### config.mk
export PLATFORM = sky130hd
export DESIGN_NAME = cgs_div
export DESIGN_NICKNAME = d
export VERILOG_FILES = /design/src/hdl/cgs_pkg.sv /design/src/hdl/cgs_div.sv
export SDC_FILE = /design/constraint.sdc
export NUM_CORES = 1
export LEC_CHECK = 0
export BUFFER_PORTS_ARGS = -buffer_cell sky130_fd_sc_hd__buf_2
export CAP_MARGIN = 0
export CELL_PAD_IN_SITES_DETAIL_PLACEMENT = 0
export CELL_PAD_IN_SITES_GLOBAL_PLACEMENT = 1
export CORE_MARGIN = 5
export CORE_UTILIZATION = 41
export CTS_CLUSTER_DIAMETER = 40
export DETAILED_ROUTE_END_ITERATION = 12
export GPL_TIMING_DRIVEN = 0
export PLACE_DENSITY = 0.8
export SLEW_MARGIN = 40
export SYNTH_ARGS = -nofsm -noshare
export SYNTH_HDL_FRONTEND = slang
export SYNTH_SLANG_ARGS = --single-unit
### constraint.sdc
create_clock -name clk -period 3.28 [get_ports clk]
set_input_delay 0.656 -clock clk [delete_from_list [all_inputs] [get_ports clk]]
set_output_delay 0.656 -clock clk [all_outputs]
set_load 0.01 [all_outputs]
### src/hdl/cgs_pkg.sv
// Shared types, codes and fixed-point helpers of the conjugate gradient solver.
// No dependencies; compiled first.
package cgs_pkg;

    // Function codes of an input request
    localparam logic [1:0] FUNC_MATRIX = 2'd0;
    localparam logic [1:0] FUNC_RHS    = 2'd1;
    localparam logic [1:0] FUNC_GUESS  = 2'd2;
    localparam logic [1:0] FUNC_START  = 2'd3;

    // Configuration register indexes
    localparam logic [1:0] CFG_SIZE  = 2'd0;
    localparam logic [1:0] CFG_TOL   = 2'd1;
    localparam logic [1:0] CFG_MAXIT = 2'd2;

    // Run status codes
    localparam logic [1:0] STATUS_CONV  = 2'd0;
    localparam logic [1:0] STATUS_LIMIT = 2'd1;
    localparam logic [1:0] STATUS_BREAK = 2'd2;

    // Results per run are capped by the 4-bit index field
    localparam int RES_LIMIT = 16;

    // Long division: 64 integer plus 16 fraction quotient bits
    localparam int DIV_STEPS = 80;

    typedef enum logic [3:0] {
        OP_NOP,
        OP_WR_A,
        OP_WR_B,
        OP_WR_X,
        OP_AP,
        OP_INIT_R,
        OP_MUL,
        OP_SUM,
        OP_X_UPD,
        OP_RN_UPD,
        OP_P_UPD
    } cell_op_t;

    typedef enum logic [2:0] {
        MS_RR,
        MS_PAP,
        MS_RNRN,
        MS_SP,
        MS_SAP
    } mul_sel_t;

    typedef enum logic [1:0] {
        DOT_RR,
        DOT_PAP,
        DOT_RNN
    } dot_sel_t;

    typedef enum logic [1:0] {
        UPD_X,
        UPD_RN,
        UPD_P
    } upd_sel_t;

    typedef enum logic [3:0] {
        S_IDLE,
        S_MV,
        S_MV_AP,
        S_INIT_R,
        S_DOT_MUL,
        S_DOT_SUM,
        S_DOT_TAKE,
        S_DIV,
        S_UPD_MUL,
        S_UPD_WR,
        S_CHECK,
        S_OUT
    } ctrl_state_t;

    // Broadcast command from the sequencer to every cell
    typedef struct packed {
        cell_op_t    op;
        mul_sel_t    msel;
        logic [31:0] scalar;
        logic [3:0]  row;
        logic [3:0]  col;
        logic [31:0] data;
    } cell_cmd_t;

    // Vector element travelling along the cell chain during A*v
    typedef struct packed {
        logic        valid;
        logic        first;
        logic [31:0] val;
    } vec_tok_t;

    typedef struct packed {
        logic [4:0]  size;
        logic [30:0] tol;
        logic [11:0] maxit;
    } cfg_t;

    typedef struct packed {
        logic        start;
        logic [63:0] num;
        logic [63:0] den;
    } div_req_t;

    typedef struct packed {
        logic        busy;
        logic        done;
        logic [31:0] quot;
    } div_stat_t;

    function automatic logic signed [63:0] sx64(input logic signed [31:0] v);
        return {{32{v[31]}}, v};
    endfunction

    // Signed 64-bit add, clamped at the limits
    function automatic logic signed [63:0] sat_add64(input logic signed [63:0] a,
                                                     input logic signed [63:0] b);
        logic signed [64:0] s;
        s = {a[63], a} + {b[63], b};
        if (s[64] != s[63])
            return s[64] ? {1'b1, 63'd0} : {1'b0, {63{1'b1}}};
        return s[63:0];
    endfunction

    // Clamp a signed 64-bit value to 32 bits
    function automatic logic signed [31:0] sat32(input logic signed [63:0] v);
        if ((&v[63:31]) || !(|v[63:31]))
            return v[31:0];
        return v[63] ? {1'b1, 31'd0} : {1'b0, {31{1'b1}}};
    endfunction

endpackage

### src/hdl/cgs_div.sv
// Restoring radix-2 divider giving a saturated signed Q16.16 quotient of two
// signed 64-bit values. Depends on cgs_pkg.
module cgs_div
    import cgs_pkg::*;
(
    input  logic      clk,
    input  logic      rst_n,
    input  div_req_t  req,
    output div_stat_t stat
);
    logic        busy_reg, busy_next;
    logic        done_reg, done_next;
    logic [6:0]  step_reg, step_next;
    logic [79:0] dvd_reg, dvd_next;
    logic [63:0] rem_reg, rem_next;
    logic [63:0] den_reg, den_next;
    logic [31:0] q_reg, q_next;
    logic        ovf_reg, ovf_next;
    logic        neg_reg, neg_next;
    logic        zero_reg, zero_next;

    logic [64:0] rem_sh;
    logic        ge;

    // One quotient bit per cycle
    always_comb
    begin
        busy_next = busy_reg;
        done_next = 1'b0;
        step_next = step_reg;
        dvd_next  = dvd_reg;
        rem_next  = rem_reg;
        den_next  = den_reg;
        q_next    = q_reg;
        ovf_next  = ovf_reg;
        neg_next  = neg_reg;
        zero_next = zero_reg;
        rem_sh    = {rem_reg, dvd_reg[79]};
        ge        = rem_sh >= {1'b0, den_reg};

        if (req.start)
        begin
            busy_next = 1'b1;
            step_next = '0;
            dvd_next  = {(req.num[63] ? -req.num : req.num), 16'd0};
            den_next  = req.den[63] ? -req.den : req.den;
            rem_next  = '0;
            q_next    = '0;
            ovf_next  = 1'b0;
            neg_next  = req.num[63] ^ req.den[63];
            zero_next = (req.den == '0);
        end
        else if (busy_reg)
        begin
            rem_next  = ge ? 64'(rem_sh - {1'b0, den_reg}) : rem_sh[63:0];
            q_next    = {q_reg[30:0], ge};
            ovf_next  = ovf_reg | q_reg[31];
            dvd_next  = {dvd_reg[78:0], 1'b0};
            step_next = step_reg + 7'd1;
            if (step_reg == 7'(DIV_STEPS - 1))
            begin
                busy_next = 1'b0;
                done_next = 1'b1;
            end
        end
    end

    always_ff @(posedge clk or negedge rst_n)
    begin
        if (!rst_n)
        begin
            busy_reg <= 1'b0;
            done_reg <= 1'b0;
        end
        else
        begin
            busy_reg <= busy_next;
            done_reg <= done_next;
        end
    end

    always_ff @(posedge clk)
    begin
        step_reg <= step_next;
        dvd_reg  <= dvd_next;
        rem_reg  <= rem_next;
        den_reg  <= den_next;
        q_reg    <= q_next;
        ovf_reg  <= ovf_next;
        neg_reg  <= neg_next;
        zero_reg <= zero_next;
    end

    // Sign and saturation of the final quotient; a zero divisor gives zero
    always_comb
    begin
        stat.busy = busy_reg;
        stat.done = done_reg;
        if (zero_reg)
            stat.quot = '0;
        else if (ovf_reg || q_reg[31])
            stat.quot = neg_reg ? {1'b1, 31'd0} : {1'b0, {31{1'b1}}};
        else
            stat.quot = neg_reg ? -q_reg : q_reg;
    end
endmodule

==> summary.txt <==
Yosys
  – Synth warnings: 0
  – Post-synth top area cell: edfxtp_1
  – Number of flops mapped to enable cells by yosys: 130
  – Ys async rst share: 0.00847
  – Area share of the largest cell type after synthesis: 0.236
  – Synth Cell Area: around 0.017 mm2
  – Synth top cells by count: 281 x nor2_1, 191 x a21oi_1, 132 x o21ai_0
  – Net Count, Synth: between 2000 and 2500
  – Post-synth top flop: edfxtp_1
  – Post-Synthesis Cells: approximately 2000
  – Synth Register Bits: roughly 240
  – Mean post-synth cell area: 8.35 um2
  – Count of distinct cell types in the synthesized netlist: 72
  – Largest cells by area after synthesis: edfxtp_1 24%, dfxtp_1 13%, nor2_1 6.4%, a21oi_1 5.8%, ha_1 5.1%
  – Register area share after synthesis: 0.364
  – Most common cell in the netlist: nor2_1

Global routing
  – First-pass GRT wire length: around 85000 um
  – Number of global-route vias before repair: 15612
  – Largest net degree at the start of global routing: 35
  – All-Layer GR Usage: 0.235
  – Grt total ovfl: 0
  – Antenna violations before repair: 2

Routing
  – Pre-antenna DRT Iters: 6
  – Drt total wl: roughly 54000 um
  – Via-per-instance ratio: 5.73
  – Iteration-0 DRC Markers: approximately 1300
  – Vias: approximately 16000
  – WL/cell: a little under 20 um
  – Detail Route Antenna Nets: 0
  – DR DRC count: 0

STA
  – Fin Clk Skew: 18.8 ps
  – Hold Fails Final Rpt: 0
  – Final setup TNS: -8660 ps
  – Relative slew slack: 0.431
  – RSZ-0062 raised after global routing: true
  – Min cycle time layout: 4070 ps
  – Final Cycle Share: 1.24
  – FMAX: between 0.2 and 0.25 GHz
  – Final setup violation count: 20
  – Worst-Margin Slew: between 800 and 900 ps
  – Final hold slack: between 200 and 300 ps
  – Pins Over Slew Limit: 0
  – Final WS setup: -788 ps

Place
  – Placer Congestion: around 0.9
  – HPWL after DPL: roughly 40000 um
  – Buffers on Ports: 163
  – Dpl cell area: 0.0182 mm2
  – Placed insts: ~2700

Setup path
  – Worst Path Required: 2620 ps
  – Critical path launch point type: flip-flop
  – CP endpoint kind: primary output
  – Arr. time, crit path: roughly 3400 ps
  – Worst setup path category: flip-flop to primary output
  – CP Max Fanout: 3

Clocking
  – Worst skew pair latency: 570 ps
  – CTS root buf: clkbuf_16
  – Register clock-pin slew on the reported worst setup and hold paths: about 60 ps
  – TritonCTS Buffers: 44
  – Max Buffers Root-to-Sink: 3
  – CTS tree: done
  – Num Clock Sinks: 236
  – CTS H-Tree Depth: 2

Pwr
  – Peak supply drop: around 0.00041 V
  – Pwr dens: roughly 780 mW/mm2
  – Leak Pwr: around 9.0 nW

Finish
  – Register area: between 0.006 and 0.007 mm2
  – Syn-to-layout area delta: 28.7%
  – Net total in the final layout: about 2400
  – Multi-input logic area: 0.0108 mm2
  – Share of layout cells above drive strength 1: 0.239
  – Post-Layout Cell Count: 2796
  – Design area: between 0.02 and 0.025 mm2
  – Fill cells: about 3800

Floorplan
  – Ports: 165
  – Row count: 73
  – Initial Util: 0.416
  – Core area: roughly 0.040 mm2
  – Die area: between 0.04 and 0.05 mm2
  – Die W: around 210 um
  – Chip height: 211 um

Hold path
  – Hold Path Class: input pin to flip-flop

Outcome
  – Failing checks: negative setup slack
  – Status: complete, but fails checks

Run
  – Maxcap violations: 0
layout make-up:
type | instances | area share
clock inverter | 27 | 0.0144
sequential | 236 | 0.284
inverter | 92 | 0.0167
multi-input combinational | 1537 | 0.506
antenna | 1 | 0.000117
clock buffer | 54 | 0.0553
tap | 525 | 0.0308
buffer | 88 | 0.0203
timing repair buffer | 236 | 0.0718
layout by cell type (no fill, tap or decap), types with 27 or more instances in the layout:
| master | Yosys | layout |
|---|---|---|
| nor2_1 | 281 | 271 |
| a21oi_1 | 191 | 173 |
| buf_2 | 0 | 157 |
| edfxtp_1 | 130 | 130 |
| nand2_1 | 124 | 119 |
| o21ai_0 | 132 | 108 |
| xnor2_1 | 97 | 96 |
| dfxtp_1 | 104 | 92 |
| xor2_1 | 87 | 87 |
| inv_1 | 91 | 86 |
| clkbuf_1 | 109 | 68 |
| mux2i_1 | 55 | 54 |
| buf_4 | 2 | 54 |
| a211oi_1 | 57 | 51 |
| ha_1 | 68 | 47 |
| clkbuf_16 | 0 | 44 |
| a21o_1 | 35 | 35 |
| o31ai_1 | 39 | 32 |
| nor3_1 | 47 | 31 |
| nand4_1 | 28 | 28 |
| or3_1 | 40 | 27 |
power by group:
part / switching [mW] / internal, mW
sequential: 0.416 / 3.73
clock: 1.65 / 2.91
combinational: 4.48 / 3.52
total: 6.55 / 10.2
worst max-delay path, cell delays in order (launching register included):
cell	delay, ps
dfxtp_4	340
inv_2	60
ha_4	130
nand4_1	190
or4_4	470
or3_4	340
or3_4	340
or2_4	270
o21ai_4	160
xnor2_1	130
nor2_1	60
a211oi_2	180
buf_2	170
timing repair:
action                                  4_1_cts  5_1_grt
hold buffers                                  1        0
buffers inserted                             52       23
gates resized for setup                     183      126
endpoints found under the hold margin         2        0
endpoints found under the setup margin      109      113
pin swaps                                    40       55
per-layer routing:
metal  vias to the layer above  wire length [um]  global-route usage
met5                         -                 7                   0
met4                         2              1610              0.0695
met3                        99              3030              0.0385
met2                       486             24800               0.377
met1                      7698             24600               0.327
li1                       7727                 -                   -
logic make-up (layout without fill, tap and decap cells):
logic type,count (synthesis),in the layout,share of synthesized area
AND/OR/NAND/NOR,656,656,0.187
AO/OA/AOI/OAI,566,566,0.212
flip-flops,236,236,0.364
buffers and inverters,212,497,0.0489
XOR/XNOR,184,184,0.0972
adder cells (fa/ha/maj),69,69,0.0525
multiplexers,62,62,0.0380
other,0,1,0
per-stage QoR:
stage / worst slack [ps] / power (mW) / util
4_1_cts: -830 / 16.0 / 0.520
5_1_grt: -936 / 17.7 / 0.536
3_3_place_gp: -1490 / 10.5 / 0.457
6_report: -788 / 16.7 / 0.536
3_5_place_dp: -1190 / 10.5 / 0.458
2_1_floorplan: -556 / 8.82 / -
worst paths after layout:
path	cells after the start	endpoint	slack, ps	from
worst max-delay path	12	stat[26]	-790	q_reg[0]
worst min-delay path	1	den_reg[0]	290	req[0]
worst max register to register	14	rem_reg[13]	40	den_reg[4]
worst min register to register	2	ovf_reg	480	ovf_reg
max in group asynchronous	2	done_reg	2770	rst_n
min in group asynchronous	2	busy_reg	410	rst_n
No activity file was read; power rests on OpenSTA's default activity.
