File: src/hdl/cgs_pkg.sv
// Shared types, codes and fixed-point helpers of the conjugate gradient solver.
// No dependencies; compiled first.
package cgs_pkg;

    // Function codes of an input request
    localparam logic [1:0] FUNC_MATRIX = 2'd0;
    localparam logic [1:0] FUNC_RHS    = 2'd1;
    localparam logic [1:0] FUNC_GUESS  = 2'd2;
    localparam logic [1:0] FUNC_START  = 2'd3;

    // Configuration register indexes
    localparam logic [1:0] CFG_SIZE  = 2'd0;
    localparam logic [1:0] CFG_TOL   = 2'd1;
    localparam logic [1:0] CFG_MAXIT = 2'd2;

    // Run status codes
    localparam logic [1:0] STATUS_CONV  = 2'd0;
    localparam logic [1:0] STATUS_LIMIT = 2'd1;
    localparam logic [1:0] STATUS_BREAK = 2'd2;

    // Results per run are capped by the 4-bit index field
    localparam int RES_LIMIT = 16;

    // Long division: 64 integer plus 16 fraction quotient bits
    localparam int DIV_STEPS = 80;

    typedef enum logic [3:0] {
        OP_NOP,
        OP_WR_A,
        OP_WR_B,
        OP_WR_X,
        OP_AP,
        OP_INIT_R,
        OP_MUL,
        OP_SUM,
        OP_X_UPD,
        OP_RN_UPD,
        OP_P_UPD
    } cell_op_t;

    typedef enum logic [2:0] {
        MS_RR,
        MS_PAP,
        MS_RNRN,
        MS_SP,
        MS_SAP
    } mul_sel_t;

    typedef enum logic [1:0] {
        DOT_RR,
        DOT_PAP,
        DOT_RNN
    } dot_sel_t;

    typedef enum logic [1:0] {
        UPD_X,
        UPD_RN,
        UPD_P
    } upd_sel_t;

    typedef enum logic [3:0] {
        S_IDLE,
        S_MV,
        S_MV_AP,
        S_INIT_R,
        S_DOT_MUL,
        S_DOT_SUM,
        S_DOT_TAKE,
        S_DIV,
        S_UPD_MUL,
        S_UPD_WR,
        S_CHECK,
        S_OUT
    } ctrl_state_t;

    // Broadcast command from the sequencer to every cell
    typedef struct packed {
        cell_op_t    op;
        mul_sel_t    msel;
        logic [31:0] scalar;
        logic [3:0]  row;
        logic [3:0]  col;
        logic [31:0] data;
    } cell_cmd_t;

    // Vector element travelling along the cell chain during A*v
    typedef struct packed {
        logic        valid;
        logic        first;
        logic [31:0] val;
    } vec_tok_t;

    typedef struct packed {
        logic [4:0]  size;
        logic [30:0] tol;
        logic [11:0] maxit;
    } cfg_t;

    typedef struct packed {
        logic        start;
        logic [63:0] num;
        logic [63:0] den;
    } div_req_t;

    typedef struct packed {
        logic        busy;
        logic        done;
        logic [31:0] quot;
    } div_stat_t;

    function automatic logic signed [63:0] sx64(input logic signed [31:0] v);
        return {{32{v[31]}}, v};
    endfunction

    // Signed 64-bit add, clamped at the limits
    function automatic logic signed [63:0] sat_add64(input logic signed [63:0] a,
                                                     input logic signed [63:0] b);
        logic signed [64:0] s;
        s = {a[63], a} + {b[63], b};
        if (s[64] != s[63])
            return s[64] ? {1'b1, 63'd0} : {1'b0, {63{1'b1}}};
        return s[63:0];
    endfunction

    // Clamp a signed 64-bit value to 32 bits
    function automatic logic signed [31:0] sat32(input logic signed [63:0] v);
        if ((&v[63:31]) || !(|v[63:31]))
            return v[31:0];
        return v[63] ? {1'b1, 31'd0} : {1'b0, {31{1'b1}}};
    endfunction

endpackage

File: src/hdl/cgs_ram.sv
// Generic single-write, single-read RAM with registered read data.
// No dependencies.
module cgs_ram #(
    parameter int WIDTH = 32,
    parameter int DEPTH = 16
) (
    input  logic                                   clk,
    input  logic                                   wr_en,
    input  logic [(DEPTH > 1 ? $clog2(DEPTH) : 1)-1:0] wr_addr,
    input  logic [WIDTH-1:0]                       wr_data,
    input  logic [(DEPTH > 1 ? $clog2(DEPTH) : 1)-1:0] rd_addr,
    output logic [WIDTH-1:0]                       rd_data
);
    logic [WIDTH-1:0] mem [DEPTH];

    always_ff @(posedge clk)
    begin
        if (wr_en)
        begin
            mem[wr_addr] <= wr_data;
        end
        rd_data <= mem[rd_addr];
    end
endmodule

File: src/hdl/cgs_cell.sv
// One cell of the solver chain: one row of A, one element of x, b, r, p, Ap.
// Depends on cgs_pkg and cgs_ram.
module cgs_cell
    import cgs_pkg::*;
#(
    parameter int MAX_SIZE = 16,
    parameter int CELL_ID  = 0
) (
    input  logic               clk,
    input  logic               rst_n,
    input  cell_cmd_t          cmd,
    input  vec_tok_t           prev_tok,
    output vec_tok_t           this_tok,
    input  logic signed [63:0] prev_sum,
    output logic signed [63:0] part_sum,
    output logic signed [31:0] x,
    output logic signed [31:0] p
);
    localparam int IDXW = (MAX_SIZE > 1) ? $clog2(MAX_SIZE) : 1;

    vec_tok_t           tok_reg;
    logic [IDXW-1:0]    col_cnt_reg;
    logic [IDXW-1:0]    rd_addr;
    logic [31:0]        a_data;
    logic               row_hit;
    logic               col_ok;

    logic signed [31:0] x_reg, b_reg, r_reg, p_reg, ap_reg, rn_reg;
    logic signed [31:0] mul_a, mul_b;
    logic signed [63:0] prod_reg, acc_reg, sum_reg, prod_q;
    logic               mv_v_reg, mv_first_reg;

    assign row_hit = (32'(cmd.row) == CELL_ID);
    assign col_ok  = (32'(cmd.col) < MAX_SIZE);

    // Column counter follows the stream of vector elements
    assign rd_addr = prev_tok.first ? '0 : col_cnt_reg;

    cgs_ram #(.WIDTH(32), .DEPTH(MAX_SIZE)) u_row (
        .clk     (clk),
        .wr_en   (cmd.op == OP_WR_A && row_hit && col_ok),
        .wr_addr (IDXW'(cmd.col)),
        .wr_data (cmd.data),
        .rd_addr (rd_addr),
        .rd_data (a_data)
    );

    always_ff @(posedge clk or negedge rst_n)
    begin
        if (!rst_n)
        begin
            tok_reg     <= '0;
            col_cnt_reg <= '0;
            mv_v_reg    <= 1'b0;
        end
        else
        begin
            tok_reg  <= prev_tok;
            mv_v_reg <= tok_reg.valid;
            if (prev_tok.valid)
            begin
                col_cnt_reg <= rd_addr + 1'b1;
            end
        end
    end

    // Multiplier operands: matrix stream has priority over scalar products
    always_comb
    begin
        mul_a = a_data;
        mul_b = tok_reg.val;
        if (!tok_reg.valid)
        begin
            case (cmd.msel)
                MS_RR:   begin mul_a = r_reg;      mul_b = r_reg;  end
                MS_PAP:  begin mul_a = p_reg;      mul_b = ap_reg; end
                MS_RNRN: begin mul_a = rn_reg;     mul_b = rn_reg; end
                MS_SP:   begin mul_a = cmd.scalar; mul_b = p_reg;  end
                MS_SAP:  begin mul_a = cmd.scalar; mul_b = ap_reg; end
                default: begin mul_a = r_reg;      mul_b = r_reg;  end
            endcase
        end
    end

    assign prod_q = prod_reg >>> 16;

    // Product, row accumulator and dot-product chain
    always_ff @(posedge clk)
    begin
        if (tok_reg.valid || cmd.op == OP_MUL)
        begin
            prod_reg <= mul_a * mul_b;
        end
        mv_first_reg <= tok_reg.first;
        if (mv_v_reg)
        begin
            acc_reg <= sat_add64(mv_first_reg ? 64'sd0 : acc_reg, prod_reg);
        end
        if (cmd.op == OP_SUM)
        begin
            sum_reg <= sat_add64(prev_sum, prod_reg);
        end
    end

    // Element updates
    always_ff @(posedge clk)
    begin
        unique case (cmd.op)
            OP_WR_B:   if (row_hit) b_reg <= cmd.data;
            OP_WR_X:   if (row_hit) x_reg <= cmd.data;
            OP_AP:     ap_reg <= sat32(acc_reg >>> 16);
            OP_INIT_R:
            begin
                r_reg <= sat32(sx64(b_reg) - sx64(ap_reg));
                p_reg <= sat32(sx64(b_reg) - sx64(ap_reg));
            end
            OP_X_UPD:  x_reg  <= sat32(sx64(x_reg) + prod_q);
            OP_RN_UPD: rn_reg <= sat32(sx64(r_reg) - prod_q);
            OP_P_UPD:
            begin
                p_reg <= sat32(prod_q + sx64(rn_reg));
                r_reg <= rn_reg;
            end
            default: ;
        endcase
    end

    assign this_tok = tok_reg;
    assign part_sum = sum_reg;
    assign x        = x_reg;
    assign p        = p_reg;
endmodule

File: config.mk
export PLATFORM = sky130hd
export DESIGN_NAME = cgs_cell
export DESIGN_NICKNAME = d
export VERILOG_FILES = /design/src/hdl/cgs_pkg.sv /design/src/hdl/cgs_ram.sv /design/src/hdl/cgs_cell.sv
export SDC_FILE = /design/constraint.sdc
export NUM_CORES = 2
export LEC_CHECK = 0
export BUFFER_PORTS_ARGS = -buffer_cell sky130_fd_sc_hd__clkbuf_2
export CAP_MARGIN = 0
export CORE_ASPECT_RATIO = 1.2
export CORE_MARGIN = 8
export CORE_UTILIZATION = 55
export CTS_CLUSTER_DIAMETER = 200
export DETAILED_ROUTE_END_ITERATION = 8
export GPL_TIMING_DRIVEN = 0
export PLACE_DENSITY_LB_ADDON = 0.1
export SYNTH_ARGS = -nofsm -noshare
export SYNTH_HDL_FRONTEND = slang
export SYNTH_SLANG_ARGS = --single-unit
File: constraint.sdc
create_clock -name clk -period 8.37 [get_ports clk]
set_input_delay 0 -clock clk [delete_from_list [all_inputs] [get_ports clk]]
set_output_delay 0 -clock clk [all_outputs]
set_load 0.03 [all_outputs]
==> results.md <==
* Xor-xnor portion of the synthesized cell area at 3.19%
* Worst EP required at 8.87 ns
* Max-slew violation total from the final report at 0
* Clk_skew at 0.0788 ns
* GRT Total Usage at 41.1%
* Synthesized Nets at 10800
* Outcome: complete, but fails checks
* DRT Pass-1 Iters at 6
* Final #Nets at 11600
* Total congestion overflow at 0
* Number of flops mapped to enable cells by yosys at 896
* Post-placement setup slack at -3.92 ns
* TritonCTS buffer count at 102
* Area Overhead vs Synth at 16.9%
* Main combinational cell family by area after synthesis: adder cells
* Number of remaining DRC errors at 0
* Register name with the most flops: u_row.mem
* Number of DRC violations after detailed-routing iteration 0 at 9965
* Hold Fails Final Rpt at 0
* Critical-path top delay cell: sky130_fd_sc_hd__clkbuf_1
* Port buffer count at 340
* Fraction of the mapped netlist area in compound gates at 14.4%
* Core region area at 165000 um^2
* Main synth FF type: sky130_fd_sc_hd__edfxtp_1
* Most common library cell in the layout ignoring fill and taps: sky130_fd_sc_hd__inv_1
* Simple-gate share of the synthesized area at 10.7%
* Wire length of the first global-routing pass at 534 mm
* Max-capacitance violation count at 0
* Estimated wirelength of the detail-placed design at 293 mm
* CTS H-Tree Depth at 3
* Violations in the final reports: setup timing
* Die area at 179000 um^2
* Cells after synthesis at 8999
* Post-synthesis share of cell area spent on full adders, half adders and majority gates at 30.7%
* Aggregate routed wire length at 376 mm
* Average wire per standard cell at 31.1 um
* Slew HR at 21.1%
* Area after detailed placement at 96900 um^2
* Yosys synthesis warning count at 0
* Dominant cell type by area after synthesis: sky130_fd_sc_hd__edfxtp_1
* Crit-path most repeated cell: sky130_fd_sc_hd__fa_1
* Type of the setup path with the least slack: in2reg
* Fraction of synthesized area in multiplexers at 2.81%
* Final hold slack at 0.0552 ns
* Routability Congestion at 1.10
* Number of global-route vias before repair at 76900
* Effective utilization at floorplan at 55.4%
* Number of flip-flops under the largest register name at 512
* Critical-path maximum fanout at 10
* Final period demand of the worst path at 9.69 ns
* Total of flip-flops plus latches after synthesis at 968
* Leading cell types by total area after synthesis: sky130_fd_sc_hd__edfxtp_1, sky130_fd_sc_hd__fa_1, sky130_fd_sc_hd__ha_1
* Fraction of layout cells with a size suffix above 1 at 14.2%
* Clock tree from TritonCTS: built
* Worst setup margin at -1.32 ns
* Count of filler cells inserted in the layout at 13400
* Data arrival at the endpoint of the critical path at 10.18 ns
* Root cell of the clock tree: sky130_fd_sc_hd__clkbuf_16
* Worst-Margin Slew at 1.18 ns
* Final design utilization at 64.7%
* Detailed-route via count at 78100
* # rows at 163
* Top Ports at 341
* Synthesized area per cell at 10.1 um^2
* Cell variety after synth at 104
* Clock sink total at 968
* Chip Width at 388 um
* Sequential cell area fraction in the yosys report at 31.3%
* FF-to-FF setup slack at -1.30 ns
* Finished Cell Area at 107000 um^2
* Clock transition at the registers of the reported paths at 0.06 ns
* Final clock period utilization by the worst path at 116%
* Initial antenna violation count at 33
* Skew-Pair Late Insertion Delay at 0.79 ns
* Via density at 6.46
* Critical path launch point type: primary input
* Antenna violation net count after detailed routing at 0
* Hold Crit Class: in2reg
* Die H at 462 um
* Share of async-settable or async-resettable flops after synthesis at 4.03%
* Largest net degree at the start of global routing at 65
* Highest-count cells in the layout ignoring fill and taps: sky130_fd_sc_hd__inv_1, sky130_fd_sc_hd__fa_1, sky130_fd_sc_hd__edfxtp_1, sky130_fd_sc_hd__nand2_1, sky130_fd_sc_hd__nor2_1
* Worst stage delay on the critical path at 0.71 ns
* RSZ-0062 raised after global routing: true
* Maximum buffer depth of the clock tree at 3
* Fmax at 103 MHz
* # setup viols final at 37
* Crit. End Element: flip-flop
* Netlist area before placement at 91100 um^2
* Area share of the leading cell type in the synthesized netlist at 29.5%
## cell usage after synthesis (56+ instances only)
| master | count |
|---|---|
| sky130_fd_sc_hd__inv_1 | 1192 |
| sky130_fd_sc_hd__fa_1 | 1088 |
| sky130_fd_sc_hd__edfxtp_1 | 896 |
| sky130_fd_sc_hd__nand2_1 | 817 |
| sky130_fd_sc_hd__nor2_1 | 798 |
| sky130_fd_sc_hd__a21oi_1 | 578 |
| sky130_fd_sc_hd__ha_1 | 489 |
| sky130_fd_sc_hd__clkbuf_1 | 409 |
| sky130_fd_sc_hd__o21ai_0 | 398 |
| sky130_fd_sc_hd__xnor2_1 | 210 |
| sky130_fd_sc_hd__a21o_1 | 201 |
| sky130_fd_sc_hd__mux2_2 | 140 |
| sky130_fd_sc_hd__xor2_1 | 122 |
| sky130_fd_sc_hd__mux2i_1 | 95 |
| sky130_fd_sc_hd__nand3_1 | 95 |
| sky130_fd_sc_hd__a221o_1 | 86 |
| sky130_fd_sc_hd__nand4_1 | 85 |
| sky130_fd_sc_hd__o21a_1 | 81 |
| sky130_fd_sc_hd__nor2b_1 | 77 |
| sky130_fd_sc_hd__nand2b_1 | 70 |
| sky130_fd_sc_hd__o21ai_1 | 69 |
| sky130_fd_sc_hd__nor3_1 | 67 |
| sky130_fd_sc_hd__o21bai_1 | 62 |
| sky130_fd_sc_hd__a221oi_1 | 56 |
## routing by layer
metal / wire length, um / up-vias / track usage [%]
li1: - / 32400 / -
met3: 46500 / 1434 / 12.1
met5: 207 / - / 0.0263
met4: 34100 / 16 / 28.8
met2: 163000 / 5327 / 62.6
met1: 132000 / 38800 / 50.4
## through the flow
step,setup TNS [ns],cells
after global routing,-29.89,12000
after floorplan,-0.615,8999
after global placement,-142.35,11500
after CTS,-18.93,12000
after detailed placement,-132.25,11500
final,-28.36,12100
## final cells by class
type	count	area (um^2)	share of cell area, %
buffer	440	2910	2.73
inverter	1194	4500	4.22
sequential	968	28500	26.8
timing repair buffer	725	5740	5.38
tap	2145	2680	2.52
clock buffer	140	2840	2.66
antenna	34	85.1	0.0798
clock inverter	52	719	0.675
multi-input combinational	6378	58500	54.9
## cells by family after synthesis
kind of cell             Yosys count
buffers and inverters           1653
flip-flops                       968
adder cells (fa/ha/maj)         1588
AO/OA/AOI/OAI                   1999
XOR/XNOR                         332
AND/OR/NAND/NOR                 2222
multiplexers                     237
## worst max-delay path, delay by kind of cell
family	cells	cell delay (ns)
AO/OA/AOI/OAI	12	2.94
XOR/XNOR	1	0.15
adder cells (fa/ha/maj)	9	4.57
buffers and inverters	5	1.86
AND/OR/NAND/NOR	3	0.61
## timing repair
| action | CTS | global route |
|---|---|---|
| resized for setup | 670 | 75 |
| gates cloned | 2 | 0 |
| hold endpoints to repair | 856 | 0 |
| setup buffers | 145 | 37 |
| pin swaps | 105 | 55 |
| endpoints found under the setup margin | 53 | 42 |
| hold buffers | 160 | 0 |
## path summary, 6_finish.rpt
kind | start | endpoint | depth (start not counted)
hold reg to reg | col_cnt_reg[3] | col_cnt_reg[3] | 2
min in group asynchronous | rst_n | col_cnt_reg[0] | 4
setup / recovery | cmd[73] | prod_reg[60] | 30
max in group asynchronous | rst_n | mv_v_reg | 4
setup reg to reg | this_tok[33] | prod_reg[60] | 28
hold / removal | prev_sum[54] | part_sum[55] | 6
Power is left out: the tool's default activity adds up to more than one toggle a clock period on the data nets, which glitch-free logic cannot reach.
